--- config.mk ---
export PLATFORM = sky130hd
export DESIGN_NAME = link_quality_estimator_flat
export DESIGN_NICKNAME = d
export VERILOG_FILES = /design/src/hw/rtl/lqe_pkg.sv /design/src/hw/rtl/lqe_if.sv /design/src/hw/rtl/lqe_div.sv /design/src/hw/rtl/lqe_datapath.sv /design/src/hw/rtl/lqe_ctrl.sv /design/src/hw/rtl/link_quality_estimator.sv /design/src/flat_wrapper.sv
export SDC_FILE = /design/constraint.sdc
export NUM_CORES = 2
export LEC_CHECK = 0
export BUFFER_PORTS_ARGS = -buffer_cell sky130_fd_sc_hd__buf_2
export CAP_MARGIN = 30
export CORE_UTILIZATION = 50
export CTS_BUF_LIST = sky130_fd_sc_hd__clkbuf_4
export DETAILED_ROUTE_END_ITERATION = 6
export GPL_TIMING_DRIVEN = 1
export PLACE_DENSITY = 0.67
export RECOVER_POWER = 50
export REMOVE_ABC_BUFFERS = 1
export SYNTH_ARGS = -nofsm -noshare
export SYNTH_HDL_FRONTEND = slang
export SYNTH_SLANG_ARGS = --single-unit
export TNS_END_PERCENT = 5
--- constraint.sdc ---
create_clock -name clk -period 33.3 [get_ports clk]
set_clock_uncertainty 0.2 [all_clocks]
set_input_delay 3.33 -clock clk [delete_from_list [all_inputs] [get_ports clk]]
set_output_delay 3.33 -clock clk [all_outputs]
set_load 0.005 [all_outputs]
--- src/hw/rtl/lqe_pkg.sv ---
`default_nettype none
package lqe_pkg;

  typedef enum logic [2:0] {
    MODE_TX    = 3'd0,
    MODE_RX    = 3'd1,
    MODE_AGE   = 3'd2,
    MODE_CLEAR = 3'd3,
    MODE_QUERY = 3'd4
  } mode_t;

  typedef enum logic [1:0] {
    TX_ACKED = 2'd0,
    TX_NOACK = 2'd1,
    TX_QFULL = 2'd2,
    TX_ERROR = 2'd3
  } tx_status_t;

  typedef enum logic [1:0] {
    CFG_ETX_FROM_COUNT = 2'd0,
    CFG_INIT_ETX_RSSI  = 2'd1,
    CFG_FRESH_EXPIRY   = 2'd2,
    CFG_NOACK_PENALTY  = 2'd3
  } cfg_index_t;

  typedef enum logic [2:0] {
    ST_IDLE,
    ST_READ,
    ST_CALC,
    ST_DIV,
    ST_WRITE,
    ST_AGE,
    ST_RESULT
  } state_t;

  localparam int unsigned FRESH_MAX    = 16;
  localparam int unsigned FRESH_TARGET = 4;
  localparam int unsigned COUNT_LIMIT  = 32;
  localparam int unsigned SCALE        = 100;
  localparam int unsigned ALPHA_SLOW   = 10;
  localparam int unsigned ALPHA_FAST   = 25;
  localparam int unsigned DEFAULT_ETX  = 2;
  localparam int          RSSI_HI      = -50;
  localparam int          RSSI_LO      = -75;
  localparam int unsigned INIT_ETX_CAP = 3;
  localparam int unsigned DIV_BITS     = 24;

  // Division by SCALE as a multiply and shift. The short form is exact for
  // magnitudes up to 12800, the long form for values below 2^23.
  localparam int unsigned DIV100_SHORT_MUL   = 5243;
  localparam int unsigned DIV100_SHORT_SHIFT = 19;
  localparam int unsigned DIV100_LONG_MUL    = 10737419;
  localparam int unsigned DIV100_LONG_SHIFT  = 30;

  // Commands from the controller into the datapath.
  typedef struct packed {
    logic load;
    logic calc;
    logic div_start;
    logic write;
    logic age_step;
    logic age_first;
    logic clear;
  } cmd_t;

  // Status back to the controller.
  typedef struct packed {
    logic need_div;
    logic div_busy;
    logic age_last;
  } stat_t;

endpackage
`default_nettype wire

--- src/hw/rtl/lqe_if.sv ---
`default_nettype none
interface lqe_in_if;
  logic        valid;
  logic        ready;
  logic [2:0]  mode;
  logic [3:0]  slot;
  logic [1:0]  tx_status;
  logic [4:0]  tx_attempts;
  logic signed [7:0] rssi;
  logic [31:0] now;
  modport source (output valid, mode, slot, tx_status, tx_attempts, rssi, now, input ready);
  modport sink (input valid, mode, slot, tx_status, tx_attempts, rssi, now, output ready);
endinterface

interface lqe_out_if;
  logic        valid;
  logic        ready;
  logic        entry_valid;
  logic [15:0] etx_out;
  logic signed [7:0] rssi_out;
  logic        rssi_known;
  logic [4:0]  freshness_out;
  logic        is_fresh;
  modport source (output valid, entry_valid, etx_out, rssi_out, rssi_known, freshness_out,
                  is_fresh, input ready);
  modport sink (input valid, entry_valid, etx_out, rssi_out, rssi_known, freshness_out,
                is_fresh, output ready);
endinterface

interface lqe_cfg_if;
  logic        valid;
  logic        ready;
  logic [1:0]  index;
  logic [31:0] data;
  modport source (output valid, index, data, input ready);
  modport sink (input valid, index, data, output ready);
endinterface
`default_nettype wire

--- src/hw/rtl/lqe_div.sv ---
`default_nettype none
// Restoring divider, one quotient bit per cycle.
module lqe_div (
  input  wire logic        clk,
  input  wire logic        rst,
  input  wire logic        start,
  input  wire logic [lqe_pkg::DIV_BITS-1:0] dividend,
  input  wire logic [lqe_pkg::DIV_BITS-1:0] divisor,
  output logic             busy,
  output logic [lqe_pkg::DIV_BITS-1:0] quotient
);
  localparam int unsigned W = lqe_pkg::DIV_BITS;
  logic [W-1:0] rem, dvs, quo;
  logic [$clog2(W+1)-1:0] cnt;
  logic [W:0] trial;

  assign trial = {rem[W-2:0], quo[W-1]} - {1'b0, dvs};
  assign quotient = quo;

  always_ff @(posedge clk) begin
    if (rst) begin
      busy <= 1'b0;
      cnt  <= '0;
    end else if (start) begin
      busy <= 1'b1;
      cnt  <= ($clog2(W+1))'(W);
      rem  <= '0;
      quo  <= dividend;
      dvs  <= divisor;
    end else if (busy) begin
      if (!trial[W] || rem[W-1]) begin
        rem <= trial[W-1:0];
        quo <= {quo[W-2:0], 1'b1};
      end else begin
        rem <= {rem[W-2:0], quo[W-1]};
        quo <= {quo[W-2:0], 1'b0};
      end
      cnt <= cnt - 1'b1;
      if (cnt == 1) busy <= 1'b0;
    end
  end
endmodule
`default_nettype wire

--- src/hw/rtl/lqe_datapath.sv ---
`default_nettype none
module lqe_datapath #(
  parameter int unsigned NEIGHBORS = 16,
  parameter int unsigned ETX_UNIT  = 128
) (
  input  wire logic        clk,
  input  wire logic        rst,
  input  wire lqe_pkg::cmd_t cmd,
  output lqe_pkg::stat_t   stat,
  input  wire logic [2:0]  mode,
  input  wire logic [3:0]  slot,
  input  wire logic [1:0]  tx_status,
  input  wire logic [4:0]  tx_attempts,
  input  wire logic signed [7:0] rssi,
  input  wire logic [31:0] now,
  input  wire logic        etx_from_count,
  input  wire logic        init_etx_from_rssi,
  input  wire logic [31:0] fresh_expiry_ticks,
  input  wire logic [4:0]  noack_penalty,
  output logic             entry_valid,
  output logic [15:0]      etx_out,
  output logic signed [7:0] rssi_out,
  output logic             rssi_known,
  output logic [4:0]       freshness_out,
  output logic             is_fresh
);
  localparam int unsigned AW = (NEIGHBORS > 1) ? $clog2(NEIGHBORS) : 1;
  localparam int unsigned DW = lqe_pkg::DIV_BITS;

  logic [NEIGHBORS-1:0] used;
  logic [15:0] etx_m   [NEIGHBORS];
  logic [7:0]  rssi_m  [NEIGHBORS];
  logic [NEIGHBORS-1:0] seen;
  logic [4:0]  fr_m    [NEIGHBORS];
  logic [31:0] ts_m    [NEIGHBORS];
  logic [7:0]  sc_m    [NEIGHBORS];
  logic [7:0]  ac_m    [NEIGHBORS];

  // Working copy of the addressed entry.
  logic        ok;
  logic [AW-1:0] idx;
  logic        w_used, w_seen;
  logic [15:0] w_etx;
  logic signed [7:0] w_rssi;
  logic [4:0]  w_fr;
  logic [31:0] w_ts;
  logic [7:0]  w_sc, w_ac;
  logic        need_div;
  logic        use_recip;
  logic [DW-1:0] div_num, div_den;
  logic        div_busy;
  logic [DW-1:0] div_q;
  logic [AW-1:0] age_idx;

  assign ok  = ({{(32-4){1'b0}}, slot} < 32'(NEIGHBORS));
  assign idx = AW'(slot);

  function automatic logic [15:0] sat16(input logic [31:0] v);
    return (v > 32'hFFFF) ? 16'hFFFF : v[15:0];
  endfunction

  // Combinational update of the working copy.
  logic        c_used, c_seen, c_fresh, c_nodiv, c_recip;
  logic [15:0] c_etx;
  logic signed [7:0] c_rssi;
  logic [4:0]  c_fr;
  logic [31:0] c_ts;
  logic [7:0]  c_sc, c_ac;
  logic [DW-1:0] c_num, c_den;
  logic [5:0]  n;
  logic [5:0]  fsum;
  logic [8:0]  scn;
  logic [7:0]  sch, ach;
  logic [31:0] etxw;
  logic signed [15:0] rv;
  logic [15:0] rmag;
  logic [31:0] rprod;
  logic [7:0]  rq;
  logic signed [7:0] rb;

  always_comb begin
    c_used = w_used; c_seen = w_seen; c_etx = w_etx; c_rssi = w_rssi; c_fr = w_fr;
    c_ts = w_ts; c_sc = w_sc; c_ac = w_ac; c_nodiv = 1'b1; c_recip = 1'b0;
    c_num = '0; c_den = 24'd1;
    n = {1'b0, tx_attempts} + ((tx_status == lqe_pkg::TX_NOACK) ? {1'b0, noack_penalty} : 6'd0);
    fsum = '0;
    scn = '0; sch = w_sc; ach = w_ac; etxw = '0; rv = '0; rb = '0;
    rmag = '0; rprod = '0; rq = '0;
    c_fresh = 1'b0;
    if (ok && mode == lqe_pkg::MODE_TX && tx_status != lqe_pkg::TX_ERROR
        && (w_used || tx_status == lqe_pkg::TX_ACKED)) begin
      if (!w_used) begin
        c_used = 1'b1; c_seen = 1'b0; c_etx = '0; c_rssi = '0; c_fr = '0;
        c_ts = '0; c_sc = '0; c_ac = '0; c_fresh = 1'b0;
      end
      if (tx_status != lqe_pkg::TX_QFULL) begin
        c_ts = now;
        fsum = {1'b0, c_fr} + {1'b0, tx_attempts};
        c_fr = (fsum > 6'(lqe_pkg::FRESH_MAX)) ? 5'(lqe_pkg::FRESH_MAX) : fsum[4:0];
        // The send time was just set to now, so only the expiry and the new
        // freshness decide.
        c_fresh = (fresh_expiry_ticks != 32'd0) && (c_fr >= 5'(lqe_pkg::FRESH_TARGET));
        if (etx_from_count) begin
          sch = c_sc; ach = c_ac;
          if ({1'b0, c_sc} + {3'b0, n} > 9'(lqe_pkg::COUNT_LIMIT)) begin
            sch = {1'b0, c_sc[7:1]}; ach = {1'b0, c_ac[7:1]};
          end
          scn = {1'b0, sch} + {3'b0, n};
          c_sc = scn[8] ? 8'hFF : scn[7:0];
          c_ac = (tx_status == lqe_pkg::TX_ACKED && ach != 8'hFF) ? ach + 1'b1 : ach;
          if (c_ac != 0) begin
            c_nodiv = 1'b0;
            c_num = DW'({24'd0, c_sc} * 32'(ETX_UNIT));
            c_den = DW'(c_ac);
          end else begin
            c_etx = sat16(((c_sc > {3'b0, noack_penalty}) ? 32'(c_sc) : 32'(noack_penalty))
                          * 32'(ETX_UNIT));
          end
        end else if (c_etx == 0) begin
          c_etx = sat16(32'(n) * 32'(ETX_UNIT));
        end else begin
          c_recip = 1'b1;
          etxw = 32'(c_etx) * (c_fresh ? 32'(lqe_pkg::SCALE - lqe_pkg::ALPHA_SLOW)
                                       : 32'(lqe_pkg::SCALE - lqe_pkg::ALPHA_FAST))
               + 32'(n) * 32'(ETX_UNIT) * (c_fresh ? 32'(lqe_pkg::ALPHA_SLOW)
                                                   : 32'(lqe_pkg::ALPHA_FAST));
          c_num = etxw[DW-1:0];
        end
      end
    end else if (ok && mode == lqe_pkg::MODE_RX) begin
      if (!w_used) begin
        c_used = 1'b1; c_seen = 1'b0; c_etx = '0; c_rssi = '0; c_fr = '0;
        c_ts = '0; c_sc = '0; c_ac = '0;
      end
      if (!c_seen) begin
        c_rssi = rssi;
      end else begin
        // Divide the magnitude so the quotient truncates toward zero.
        rv = 16'(c_rssi) * 16'(lqe_pkg::SCALE - lqe_pkg::ALPHA_SLOW)
           + 16'(rssi) * 16'(lqe_pkg::ALPHA_SLOW);
        rmag = rv[15] ? 16'(-rv) : 16'(rv);
        rprod = 32'(rmag) * 32'(lqe_pkg::DIV100_SHORT_MUL);
        rq = 8'(rprod >> lqe_pkg::DIV100_SHORT_SHIFT);
        c_rssi = rv[15] ? 8'(-rq) : rq;
      end
      c_seen = 1'b1;
      if (c_etx == 0) begin
        if (init_etx_from_rssi) begin
          rb = c_rssi;
          if (rb > 8'(lqe_pkg::RSSI_HI)) rb = 8'(lqe_pkg::RSSI_HI);
          if (rb < 8'(lqe_pkg::RSSI_LO + 1)) rb = 8'(lqe_pkg::RSSI_LO + 1);
          c_nodiv = 1'b0;
          c_num = DW'((lqe_pkg::RSSI_HI - lqe_pkg::RSSI_LO) * ETX_UNIT);
          c_den = DW'(8'(rb - 8'(lqe_pkg::RSSI_LO)));
        end else begin
          c_etx = sat16(32'(lqe_pkg::DEFAULT_ETX) * 32'(ETX_UNIT));
        end
      end
    end
  end

  lqe_div u_div (
    .clk(clk), .rst(rst), .start(cmd.div_start), .dividend(div_num),
    .divisor(div_den), .busy(div_busy), .quotient(div_q)
  );

  logic [2*DW-1:0] recip_prod;
  logic [DW-1:0] q_val;
  assign recip_prod = (2*DW)'(div_num) * (2*DW)'(lqe_pkg::DIV100_LONG_MUL);
  assign q_val = use_recip ? DW'(recip_prod >> lqe_pkg::DIV100_LONG_SHIFT) : div_q;

  logic div_rssi;
  logic [31:0] etx_cap;
  assign etx_cap = (div_rssi && 32'(q_val) > 32'(lqe_pkg::INIT_ETX_CAP * ETX_UNIT))
                 ? 32'(lqe_pkg::INIT_ETX_CAP * ETX_UNIT) : 32'(q_val);

  assign stat.need_div = need_div;
  assign stat.div_busy = div_busy;
  assign stat.age_last = (32'(age_idx) == 32'(NEIGHBORS - 1));

  always_ff @(posedge clk) begin
    if (rst) begin
      used <= '0;
    end else if (cmd.clear) begin
      used <= '0;
    end else if (cmd.write && ok) begin
      used[idx] <= w_used;
    end
    if (cmd.load) begin
      w_used <= ok && used[idx];
      w_seen <= seen[idx];
      w_etx  <= etx_m[idx];
      w_rssi <= rssi_m[idx];
      w_fr   <= fr_m[idx];
      w_ts   <= ts_m[idx];
      w_sc   <= sc_m[idx];
      w_ac   <= ac_m[idx];
    end
    if (cmd.calc) begin
      w_used <= c_used; w_seen <= c_seen; w_etx <= c_etx; w_rssi <= c_rssi;
      w_fr <= c_fr; w_ts <= c_ts; w_sc <= c_sc; w_ac <= c_ac;
      need_div <= !c_nodiv;
      use_recip <= c_recip;
      div_num <= c_num; div_den <= c_den;
      div_rssi <= (mode == lqe_pkg::MODE_RX);
    end
    if ((need_div || use_recip) && !div_busy && !cmd.div_start && cmd.write) begin
      w_etx <= sat16(etx_cap);
    end
    if (cmd.write && ok) begin
      seen[idx] <= w_seen;
      etx_m[idx] <= (need_div || use_recip) ? sat16(etx_cap) : w_etx;
      rssi_m[idx] <= w_rssi;
      fr_m[idx] <= w_fr;
      ts_m[idx] <= w_ts;
      sc_m[idx] <= w_sc;
      ac_m[idx] <= w_ac;
    end
    if (cmd.age_first) age_idx <= '0;
    else if (cmd.age_step) begin
      if (used[age_idx]) fr_m[age_idx] <= {1'b0, fr_m[age_idx][4:1]};
      age_idx <= age_idx + 1'b1;
    end
  end

  // Result view of the addressed entry, read after all updates.
  logic [31:0] rage;
  assign rage = now - ts_m[idx];
  assign entry_valid   = ok && used[idx];
  assign etx_out       = entry_valid ? etx_m[idx] : '0;
  assign rssi_known    = entry_valid && seen[idx];
  assign rssi_out      = rssi_known ? rssi_m[idx] : '0;
  assign freshness_out = entry_valid ? fr_m[idx] : '0;
  assign is_fresh      = entry_valid && (rage < fresh_expiry_ticks)
                         && (fr_m[idx] >= 5'(lqe_pkg::FRESH_TARGET));
endmodule
`default_nettype wire

--- src/hw/rtl/lqe_ctrl.sv ---
`default_nettype none
module lqe_ctrl (
  input  wire logic      clk,
  input  wire logic      rst,
  input  wire logic      in_valid,
  output logic           in_ready,
  input  wire logic [2:0] mode,
  output logic           res_load,
  input  wire logic      res_busy,
  output lqe_pkg::cmd_t  cmd,
  input  wire lqe_pkg::stat_t stat
);
  lqe_pkg::state_t state, state_next;

  always_ff @(posedge clk) begin
    if (rst) state <= lqe_pkg::ST_IDLE;
    else state <= state_next;
  end

  always_comb begin
    state_next = state;
    cmd = '0;
    in_ready = 1'b0;
    res_load = 1'b0;
    unique case (state)
      lqe_pkg::ST_IDLE: begin
        in_ready = 1'b1;
        if (in_valid) begin
          cmd.load = 1'b1;
          if (mode == lqe_pkg::MODE_AGE) begin
            cmd.age_first = 1'b1;
            state_next = lqe_pkg::ST_AGE;
          end else if (mode == lqe_pkg::MODE_CLEAR) begin
            cmd.clear = 1'b1;
            state_next = lqe_pkg::ST_RESULT;
          end else begin
            state_next = lqe_pkg::ST_READ;
          end
        end
      end
      lqe_pkg::ST_READ: begin
        cmd.calc = 1'b1;
        state_next = lqe_pkg::ST_CALC;
      end
      lqe_pkg::ST_CALC: begin
        if (stat.need_div) begin
          cmd.div_start = 1'b1;
          state_next = lqe_pkg::ST_DIV;
        end else begin
          state_next = lqe_pkg::ST_WRITE;
        end
      end
      lqe_pkg::ST_DIV: begin
        if (!stat.div_busy) state_next = lqe_pkg::ST_WRITE;
      end
      lqe_pkg::ST_WRITE: begin
        cmd.write = 1'b1;
        state_next = lqe_pkg::ST_RESULT;
      end
      lqe_pkg::ST_AGE: begin
        cmd.age_step = 1'b1;
        if (stat.age_last) state_next = lqe_pkg::ST_RESULT;
      end
      lqe_pkg::ST_RESULT: begin
        if (!res_busy) begin
          res_load = 1'b1;
          state_next = lqe_pkg::ST_IDLE;
        end
      end
      default: state_next = lqe_pkg::ST_IDLE;
    endcase
  end
endmodule
`default_nettype wire

--- src/hw/rtl/link_quality_estimator.sv ---
`default_nettype none
// Channel   Role    Payload
// in_ch     sink    mode, slot, tx_status, tx_attempts, rssi, now
// out_ch    source  entry_valid, etx_out, rssi_out, rssi_known, freshness_out, is_fresh
// cfg_ch    sink    index, data
// A request passes the read, calc, write and result states before the result register
// loads, a clear goes straight to result, and count ETX or ETX from RSSI adds the div
// state of the 24-step shift-subtract divider; aging walks the table one entry a cycle.
// Reset empties the table at once; stores of unused entries are not cleared.
// The result sits in an output register, so a stalled output holds only the
// final handoff of the next request.
module link_quality_estimator #(
  parameter int unsigned NEIGHBORS = 16,
  parameter int unsigned ETX_UNIT  = 128
) (
  input wire logic clk,
  input wire logic rst,
  lqe_in_if.sink   in_ch,
  lqe_out_if.source out_ch,
  lqe_cfg_if.sink  cfg_ch
);
  logic        etx_from_count, init_etx_from_rssi;
  logic [31:0] fresh_expiry_ticks;
  logic [4:0]  noack_penalty;
  lqe_pkg::cmd_t  cmd;
  lqe_pkg::stat_t stat;
  logic res_load;
  logic [2:0]  mode;
  logic [3:0]  slot;
  logic [1:0]  tx_status;
  logic [4:0]  tx_attempts;
  logic signed [7:0] rssi;
  logic [31:0] now;
  logic        r_ev, r_rk, r_if;
  logic [15:0] r_etx;
  logic signed [7:0] r_rssi;
  logic [4:0]  r_fr;

  assign cfg_ch.ready = 1'b1;
  always_ff @(posedge clk) begin
    if (rst) begin
      etx_from_count <= 1'b0;
      init_etx_from_rssi <= 1'b0;
      fresh_expiry_ticks <= 32'd76800;
      noack_penalty <= 5'd12;
    end else if (cfg_ch.valid) begin
      unique case (cfg_ch.index)
        lqe_pkg::CFG_ETX_FROM_COUNT: etx_from_count <= cfg_ch.data[0];
        lqe_pkg::CFG_INIT_ETX_RSSI:  init_etx_from_rssi <= cfg_ch.data[0];
        lqe_pkg::CFG_FRESH_EXPIRY:   fresh_expiry_ticks <= cfg_ch.data;
        lqe_pkg::CFG_NOACK_PENALTY:  noack_penalty <= cfg_ch.data[4:0];
        default: ;
      endcase
    end
  end

  always_ff @(posedge clk) begin
    if (in_ch.valid && in_ch.ready) begin
      mode <= in_ch.mode; slot <= in_ch.slot; tx_status <= in_ch.tx_status;
      tx_attempts <= in_ch.tx_attempts; rssi <= in_ch.rssi; now <= in_ch.now;
    end
  end

  // Load occurs in the idle accept cycle, before the fields are latched, so present
  // inputs to the memory read directly at accept.
  lqe_ctrl u_ctrl (
    .clk(clk), .rst(rst), .in_valid(in_ch.valid), .in_ready(in_ch.ready),
    .mode(in_ch.mode), .res_load(res_load), .res_busy(out_ch.valid && !out_ch.ready),
    .cmd(cmd), .stat(stat)
  );

  logic [3:0] dp_slot;
  assign dp_slot = cmd.load ? in_ch.slot : slot;

  logic d_ev, d_rk, d_if;
  logic [15:0] d_etx;
  logic signed [7:0] d_rssi;
  logic [4:0] d_fr;

  lqe_datapath #(.NEIGHBORS(NEIGHBORS), .ETX_UNIT(ETX_UNIT)) u_dp (
    .clk(clk), .rst(rst), .cmd(cmd), .stat(stat),
    .mode(mode), .slot(dp_slot), .tx_status(tx_status), .tx_attempts(tx_attempts),
    .rssi(rssi), .now(now), .etx_from_count(etx_from_count),
    .init_etx_from_rssi(init_etx_from_rssi), .fresh_expiry_ticks(fresh_expiry_ticks),
    .noack_penalty(noack_penalty), .entry_valid(d_ev), .etx_out(d_etx),
    .rssi_out(d_rssi), .rssi_known(d_rk), .freshness_out(d_fr), .is_fresh(d_if)
  );

  always_ff @(posedge clk) begin
    if (rst) out_ch.valid <= 1'b0;
    else if (res_load) out_ch.valid <= 1'b1;
    else if (out_ch.ready) out_ch.valid <= 1'b0;
    if (res_load) begin
      r_ev <= d_ev; r_etx <= d_etx; r_rssi <= d_rssi; r_rk <= d_rk;
      r_fr <= d_fr; r_if <= d_if;
    end
  end
  assign out_ch.entry_valid = r_ev;
  assign out_ch.etx_out = r_etx;
  assign out_ch.rssi_out = r_rssi;
  assign out_ch.rssi_known = r_rk;
  assign out_ch.freshness_out = r_fr;
  assign out_ch.is_fresh = r_if;

  a_fresh_valid: assert property (@(posedge clk) disable iff (rst)
    out_ch.valid |-> (!out_ch.is_fresh || out_ch.entry_valid)) else $error("fresh w/o entry");
  a_known_valid: assert property (@(posedge clk) disable iff (rst)
    out_ch.valid |-> (!out_ch.rssi_known || out_ch.entry_valid)) else $error("rssi w/o entry");
  a_fr_range: assert property (@(posedge clk) disable iff (rst)
    out_ch.valid |-> (out_ch.freshness_out <= 5'd16)) else $error("freshness range");
  a_one_busy: assert property (@(posedge clk) disable iff (rst)
    res_load |=> out_ch.valid) else $error("result lost");
endmodule
`default_nettype wire

--- src/flat_wrapper.sv ---
// flat-port wrapper written by rule: the top's interface ports become plain ports
module link_quality_estimator_flat 
#(
  parameter int unsigned NEIGHBORS = 16,
  parameter int unsigned ETX_UNIT  = 128
)
  (clk, rst, in_ch_valid, in_ch_mode, in_ch_slot, in_ch_tx_status, in_ch_tx_attempts, in_ch_rssi, in_ch_now, in_ch_ready, out_ch_valid, out_ch_entry_valid, out_ch_etx_out, out_ch_rssi_out, out_ch_rssi_known, out_ch_freshness_out, out_ch_is_fresh, out_ch_ready, cfg_ch_valid, cfg_ch_index, cfg_ch_data, cfg_ch_ready);
  lqe_in_if in_ch_i ();
  lqe_out_if out_ch_i ();
  lqe_cfg_if cfg_ch_i ();
  input wire logic clk;
  input wire logic rst;
  input wire logic [$bits(in_ch_i.valid)-1:0] in_ch_valid;
  input wire logic [$bits(in_ch_i.mode)-1:0] in_ch_mode;
  input wire logic [$bits(in_ch_i.slot)-1:0] in_ch_slot;
  input wire logic [$bits(in_ch_i.tx_status)-1:0] in_ch_tx_status;
  input wire logic [$bits(in_ch_i.tx_attempts)-1:0] in_ch_tx_attempts;
  input wire logic [$bits(in_ch_i.rssi)-1:0] in_ch_rssi;
  input wire logic [$bits(in_ch_i.now)-1:0] in_ch_now;
  output wire logic [$bits(in_ch_i.ready)-1:0] in_ch_ready;
  output wire logic [$bits(out_ch_i.valid)-1:0] out_ch_valid;
  output wire logic [$bits(out_ch_i.entry_valid)-1:0] out_ch_entry_valid;
  output wire logic [$bits(out_ch_i.etx_out)-1:0] out_ch_etx_out;
  output wire logic [$bits(out_ch_i.rssi_out)-1:0] out_ch_rssi_out;
  output wire logic [$bits(out_ch_i.rssi_known)-1:0] out_ch_rssi_known;
  output wire logic [$bits(out_ch_i.freshness_out)-1:0] out_ch_freshness_out;
  output wire logic [$bits(out_ch_i.is_fresh)-1:0] out_ch_is_fresh;
  input wire logic [$bits(out_ch_i.ready)-1:0] out_ch_ready;
  input wire logic [$bits(cfg_ch_i.valid)-1:0] cfg_ch_valid;
  input wire logic [$bits(cfg_ch_i.index)-1:0] cfg_ch_index;
  input wire logic [$bits(cfg_ch_i.data)-1:0] cfg_ch_data;
  output wire logic [$bits(cfg_ch_i.ready)-1:0] cfg_ch_ready;
  assign in_ch_i.valid = in_ch_valid;
  assign in_ch_i.mode = in_ch_mode;
  assign in_ch_i.slot = in_ch_slot;
  assign in_ch_i.tx_status = in_ch_tx_status;
  assign in_ch_i.tx_attempts = in_ch_tx_attempts;
  assign in_ch_i.rssi = in_ch_rssi;
  assign in_ch_i.now = in_ch_now;
  assign in_ch_ready = in_ch_i.ready;
  assign out_ch_valid = out_ch_i.valid;
  assign out_ch_entry_valid = out_ch_i.entry_valid;
  assign out_ch_etx_out = out_ch_i.etx_out;
  assign out_ch_rssi_out = out_ch_i.rssi_out;
  assign out_ch_rssi_known = out_ch_i.rssi_known;
  assign out_ch_freshness_out = out_ch_i.freshness_out;
  assign out_ch_is_fresh = out_ch_i.is_fresh;
  assign out_ch_i.ready = out_ch_ready;
  assign cfg_ch_i.valid = cfg_ch_valid;
  assign cfg_ch_i.index = cfg_ch_index;
  assign cfg_ch_i.data = cfg_ch_data;
  assign cfg_ch_ready = cfg_ch_i.ready;
  link_quality_estimator #(.NEIGHBORS(NEIGHBORS), .ETX_UNIT(ETX_UNIT)) u_core (.clk(clk), .rst(rst), .in_ch(in_ch_i), .out_ch(out_ch_i), .cfg_ch(cfg_ch_i));
endmodule
[Yosys cells after proc, flatten, opt, wreduce, memory -nomap -nowiden]
Memories as Yosys holds them, arrays and structs flattened. A register that Yosys moved wholly into a read port is not among the register bits.
Index checks and enable logic that the tools add are counted.
W data, S select, Z words.
Storage, ports and cells
  flip-flop bits (word level): 373
  bits in latches: 0
  bits in writable memories: 1232
  ROM bits: 0
  bits of input ports: 93
  output and inout bits: 35
  memories kept: 6
Memory list
  u_core.u_dp.ts_m: words 16, bits a word 32, read ports 1, clocked after memory_dff 0, write ports 1, RTL line lqe_datapath.sv:35  | logic [31:0] ts_m [NEIGHBORS];
  u_core.u_dp.etx_m: words 16, bits a word 16, read ports 1, clocked after memory_dff 0, write ports 1, RTL line lqe_datapath.sv:31  | logic [15:0] etx_m [NEIGHBORS];
  u_core.u_dp.ac_m: words 16, bits a word 8, read ports 1, clocked after memory_dff 0, write ports 1, RTL line lqe_datapath.sv:37  | logic [7:0] ac_m [NEIGHBORS];
  u_core.u_dp.rssi_m: words 16, bits a word 8, read ports 1, clocked after memory_dff 0, write ports 1, RTL line lqe_datapath.sv:32  | logic [7:0] rssi_m [NEIGHBORS];
  u_core.u_dp.sc_m: words 16, bits a word 8, read ports 1, clocked after memory_dff 0, write ports 1, RTL line lqe_datapath.sv:36  | logic [7:0] sc_m [NEIGHBORS];
  u_core.u_dp.fr_m: words 16, bits a word 5, read ports 2, clocked after memory_dff 1, write ports 1, RTL line lqe_datapath.sv:34  | logic [4:0] fr_m [NEIGHBORS];
Operators by class
  add/sub/neg operators: 14
  multipliers: 6
  div/mod/pow operators: 0
  magnitude comparators: 14
  eq/ne operators: 24
  shifts and indexed selects: 0
  mux-type cells: 175
  bitwise gates (word level): 3
  reductions and logical operators: 47
Operator list (count)
  $mux W8: 50
  $mux W24: 14
  $mux W16: 19
  $mux W32: 6
  $mux W5: 14
  $mul A24 B24 Y48 const B: 1
  $mux W1: 48
  $mux W12: 3
  $bwmux W16: 2
  $logic_not A16 Y1: 2
  $lt A32 B32 Y1: 1
  $reduce_bool A32 Y1: 1
  $sub A32 B32 Y32: 1
  $mul A16 B13 Y27 const B: 1
  $sub A24 B24 Y25: 1
  $add A23 B18 Y24: 1
  $gt A24 B16 Y1 const B: 1
  $gt A24 B9 Y1 const B: 1
  $mul A16 B7 Y23: 1
  $mux W3: 7
  $pmux W3 S7: 1
  $add A8 B6 Y9: 2
  $add A16 B16 Y16: 1
  $gt A15 B16 Y1 const B: 1
  other kinds (49): 103

[Longest topological paths before layout]
  depth after elaboration: 31
  gate-level depth with buffers: 57

[Cells and area by module]
Synthesis repeated with hierarchy kept, for this count alone.
Unflattened totals
  cell total of the unflattened synthesis: 6147
  area total of the unflattened synthesis: 88803.9 µm²
By module, submodules not included
  lqe_datapath: instances 1, cells each 5450, area each 79710.2 µm², seq. area each 41249.6 µm²
  link_quality_estimator: instances 1, cells each 263, area each 4385.5 µm², seq. area each 3383.2 µm²
  lqe_div: instances 1, cells each 390, area each 4377.9 µm², seq. area each 2282.2 µm²
  lqe_ctrl: instances 1, cells each 44, area each 330.3 µm², seq. area each 60.1 µm²

[Worst setup path before layout]
OpenSTA, ideal clock, no wires.
  path type: register to register
  start: register u_core.u_dp.w_used
  end: register u_core.u_dp.div_den[0] (data pin)
  library setup time: 0.272 ns
  arrival: 12.124 ns
  required time: 32.828 ns
  slack: 20.704 ns
  stages on the path, launching flop included: 53
  period minus slack after synthesis: 12.596 ns
  cells stage by stage: edfxtp_1 clkbuf_1 clkbuf_1 clkbuf_1 clkbuf_1 clkbuf_1 and3_1 fa_1 inv_1 fa_1 inv_1 ha_1 and2_1 a311o_1 o31a_1 a21oi_1 xnor2_1 ha_1 (+17 left out) inv_1 ha_1 a21oi_1 o21ai_0 a211oi_1 o311a_1 nor3_1 inv_1 ha_1 or4_1 a31o_2 nand2b_1 nand2_1 a31oi_1 ha_1 nor3_1 a21oi_1 a2bb2oi_1
Between the ends
  longest elaborated chain between the ends: 30
  elaborated cells on any way between the ends: 56
  those cells by class: add/sub (6); mul (2); order compare (3); eq/ne (1); mux (39); reduce/logical (5)
Ends and longest elaborated chain
  from (decl): RTL line lqe_datapath.sv:42  | logic w_used, w_seen;
  from (signal assigned): RTL line lqe_datapath.sv:190  | w_used <= ok && used[idx];
  from (signal assigned): RTL line lqe_datapath.sv:200  | w_used <= c_used; w_seen <= c_seen; w_etx <= c_etx; w_rssi <= c_rssi;
  $mux W8: RTL line lqe_datapath.sv:131  | if (!w_used) begin
  $mux W8: RTL line lqe_datapath.sv:130  | end else if (ok && mode == lqe_pkg::MODE_RX) begin
  $mux W8: RTL line lqe_datapath.sv:90  | if (ok && mode == lqe_pkg::MODE_TX && tx_status != lqe_pkg::TX_ERROR
  $mul A16 B6 Y15: RTL line lqe_datapath.sv:139  | rv = 16'(c_rssi) * 16'(lqe_pkg::SCALE - lqe_pkg::ALPHA_SLOW)
  $add A16 B16 Y16: RTL line lqe_datapath.sv:140  | + 16'(rssi) * 16'(lqe_pkg::ALPHA_SLOW);
  $neg A16 Y16: RTL line lqe_datapath.sv:141  | rmag = rv[15] ? 16'(-rv) : 16'(rv);
  $mux W16: RTL line lqe_datapath.sv:141
  $mul A16 B13 Y27: RTL line lqe_datapath.sv:142  | rprod = 32'(rmag) * 32'(lqe_pkg::DIV100_SHORT_MUL);
  (+15 left out)
  $mux W8: RTL line lqe_datapath.sv:130
  $mux W8: RTL line lqe_datapath.sv:90
  $sub A8 B8 Y8: RTL line lqe_datapath.sv:154  | c_den = DW'(8'(rb - 8'(lqe_pkg::RSSI_LO)));
  $mux W24: RTL line lqe_datapath.sv:148  | if (init_etx_from_rssi) begin
  $mux W24: RTL line lqe_datapath.sv:147  | if (c_etx == 0) begin
  $mux W24: RTL line lqe_datapath.sv:130
  $mux W24 (*): RTL line lqe_datapath.sv:90
  named net u_core.u_dp.c_den[0]: RTL line lqe_datapath.sv:69  | logic [DW-1:0] c_num, c_den;
  to (signal assigned): RTL line lqe_datapath.sv:204  | div_num <= c_num; div_den <= c_den;
  to (decl): RTL line lqe_datapath.sv:50  | logic [DW-1:0] div_num, div_den;
Mark *: on every way through the listed nets, which the timed path passes. The rest lies on a longest branch. The select of a mux whose other input is x is not followed.
A chain may end at the register's enable or synchronous reset.

==> flow_summary.json <==
{
  "hold_class": "reg -> reg",
  "die_y_um": 424,
  "gr-total-overflow": 0,
  "drv_cap": 26,
  "violations": "design-rule violations, max-capacitance violations, max-slew violations",
  "rows": 154,
  "postSynthAreaPerCell_um2": 11.3,
  "synth.cell_area_um2": 89000,
  "die_w_um": 424,
  "stdcell_area_um2": 97400,
  "crit_slowest_cell": "clkbuf_1",
  "place_hpwl_um": 155000,
  "top_level_ports": 128,
  "detail-route-antenna-nets": 0,
  "clockBufferDepth": 4,
  "synth_cells": 7914,
  "place_ws_ns": 19.27,
  "grt_pass1_vias": 62500,
  "initial_utilization": 0.504,
  "synthSimpleGateAreaFrac": 0.153,
  "antenna_found_initial": 15,
  "drt_first_pass_iters": 7,
  "routed_wl_um": 248000,
  "finalHoldViolCount": 0,
  "tritoncts": "built",
  "grt_pass1_wl_um": 374000,
  "layout-drive-gt1-share": 0.110,
  "final_common_cell": "nand2_1",
  "relSlewSlack": -3.81,
  "viasPerCell": 5.88,
  "yosysTopAreaCell": "edfxtp_1",
  "dieArea_um2": 180000,
  "synth_top_family_by_area": "adder cells",
  "post-route-min-period_ns": 20.73,
  "syn2layout_area_growth_pct": 9.38,
  "seq_area_frac_synth": 0.524,
  "dpl_cell_area_um2": 92300,
  "rsz0062_at_grt": "false",
  "drc": 1,
  "clk_latency_ns": 1.41,
  "cts_setup_buffers": 0,
  "synth_xor_area_frac": 0.0167,
  "htree_levels": 5,
  "endpoint_kind": "register",
  "setup_viol": 0,
  "num_vias": 63800,
  "cts_buffers": 409,
  "worstSetupPathType": "in -> reg",
  "synth_compound_area_frac": 0.0803,
  "required_ns": 34.29,
  "grt_usage": 0.273,
  "synth_fa_ha_area_frac": 0.170,
  "synth_mux_area_frac": 0.0129,
  "fin_ws_ns": 12.57,
  "yosys-top-cells-area": "edfxtp_1 (51%), ha_1 (8.8%), fa_1 (8.2%), nand2_1 (6.7%), nand3_1 (3.9%)",
  "drt_iter0_drc": 6750,
  "fin_crit_sh": 0.623,
  "nFillCells": 15100,
  "grt_max_degree": 193,
  "critical_path.max_stage_delay_ns": 5.01,
  "mostFrequentLayoutCells": "nand2_1 (1585), edfxtp_1 (1506), nand3_1 (685)",
  "ys_warn_count": 0,
  "fmax_ghz": 0.0482,
  "multi_input_area_um2": 38800,
  "netlist.area_leader.share": 0.508,
  "critPathLaunchType": "input pin",
  "core_area_um2": 176000,
  "synthFlopType": "edfxtp_1",
  "crit_fanout": 132,
  "finalMaxSlewViolations": 1098,
  "cts-resized-gates": 0,
  "worst_pin_slew_ns": 7.22,
  "yosys_register_bits": 1579,
  "synth_edf_count": 1506,
  "final_nets": 9276,
  "wl_per_cell_um": 22.8,
  "clk_pin_slew_ns": 0.07,
  "crit_buf_inv": 7,
  "setup_tns_ns": 0,
  "seq_area_um2": 46700,
  "postCtsHoldBufs": 0,
  "path_delay_family": "buffers and inverters",
  "cts_sinks": 1579,
  "place_congestion": 0.919,
  "numPortBuffers": 126,
  "crit_arrival_ns": 21.72,
  "root_buffer": "clkbuf_4",
  "synth.distinct_cells": 102,
  "status": "finished with violations",
  "async_flop_share": 0
}
synthesized netlist by cell type, types with 56 or more instances:
library cell and n:
nand2_1 1588, edfxtp_1 1506, nand3_1 685, ha_1 629, inv_1 607, fa_1 363, nor2_1 333, clkbuf_1 319
a21oi_1 235, and3_1 168, a311oi_1 159, o21ai_0 134, xnor2_1 125, dfxtp_1 73, a211oi_1 60, nor3_1 58
a21o_1 56
cells by family (layout without fill, tap and decap cells):
family          count (synthesis)  in the layout
xor+xnor                      170            170
mux                            83             83
fa+ha+maj                     993            993
buf+inv                       994           1569
other cells                     2             24
flops                        1579           1579
compound gates               1013           1013
simple gates                 3080           3080
layout make-up:
type	count	area share
clock inverters	116	0.00712
multi-input cells	5345	0.398
inverters	611	0.0236
diodes	18	0.000463
well taps	2340	0.0301
repair buffers	245	0.0151
clock buffers	597	0.0460
flip-flops and latches	1579	0.479
sequential cells by signal, summed over array words and instances (netlist names), 24 cells and up, named ones only:
name / count
u_core.fresh_expiry_ticks: 32
u_core.now: 32
u_core.u_dp.ac_m: 128
u_core.u_dp.div_num: 24
u_core.u_dp.etx_m: 256
u_core.u_dp.fr_m: 80
u_core.u_dp.rssi_m: 128
u_core.u_dp.sc_m: 128
u_core.u_dp.ts_m: 512
u_core.u_dp.u_div.quotient: 24
u_core.u_dp.u_div.rem: 24
u_core.u_dp.w_ts: 32
path summary, 6_finish.rpt:
| check | from | endpoint | slack, ns | cells past startpoint |
|---|---|---|---|---|
| worst max-delay path | in_ch_valid | u_core.out_ch.is_fresh | 12.57 | 39 |
| worst min-delay path | u_core.u_dp.div_den[22] | u_core.u_dp.u_div.dvs[22] | 0.21 | 0 |
| worst max register to register | u_core.u_ctrl.state[1] | u_core.out_ch.is_fresh | 13.61 | 39 |
| worst min register to register | u_core.u_dp.div_den[22] | u_core.u_dp.u_div.dvs[22] | 0.21 | 0 |
per-stage QoR:
stage | util | hold WS [ns] | instances
5_1_grt | 0.552 | 0.209 | 10800
6_report | 0.552 | 0.214 | 10900
3_5_place_dp | 0.523 | 0.205 | 10100
4_1_cts | 0.553 | 0.215 | 10800
2_1_floorplan | - | 0.200 | 7535
3_3_place_gp | 0.523 | 0.206 | 10100
metal layers:
layer,vias up,global-route usage,routed length (µm)
met3,473,0.0456,20700
met2,2952,0.436,117000
met5,-,0,18
met1,31300,0.367,101000
li1,29100,-,-
met4,2,0.116,8910
Power is not shown: default switching activity piles up to over one toggle a cycle in this logic, so the estimate is an artifact.
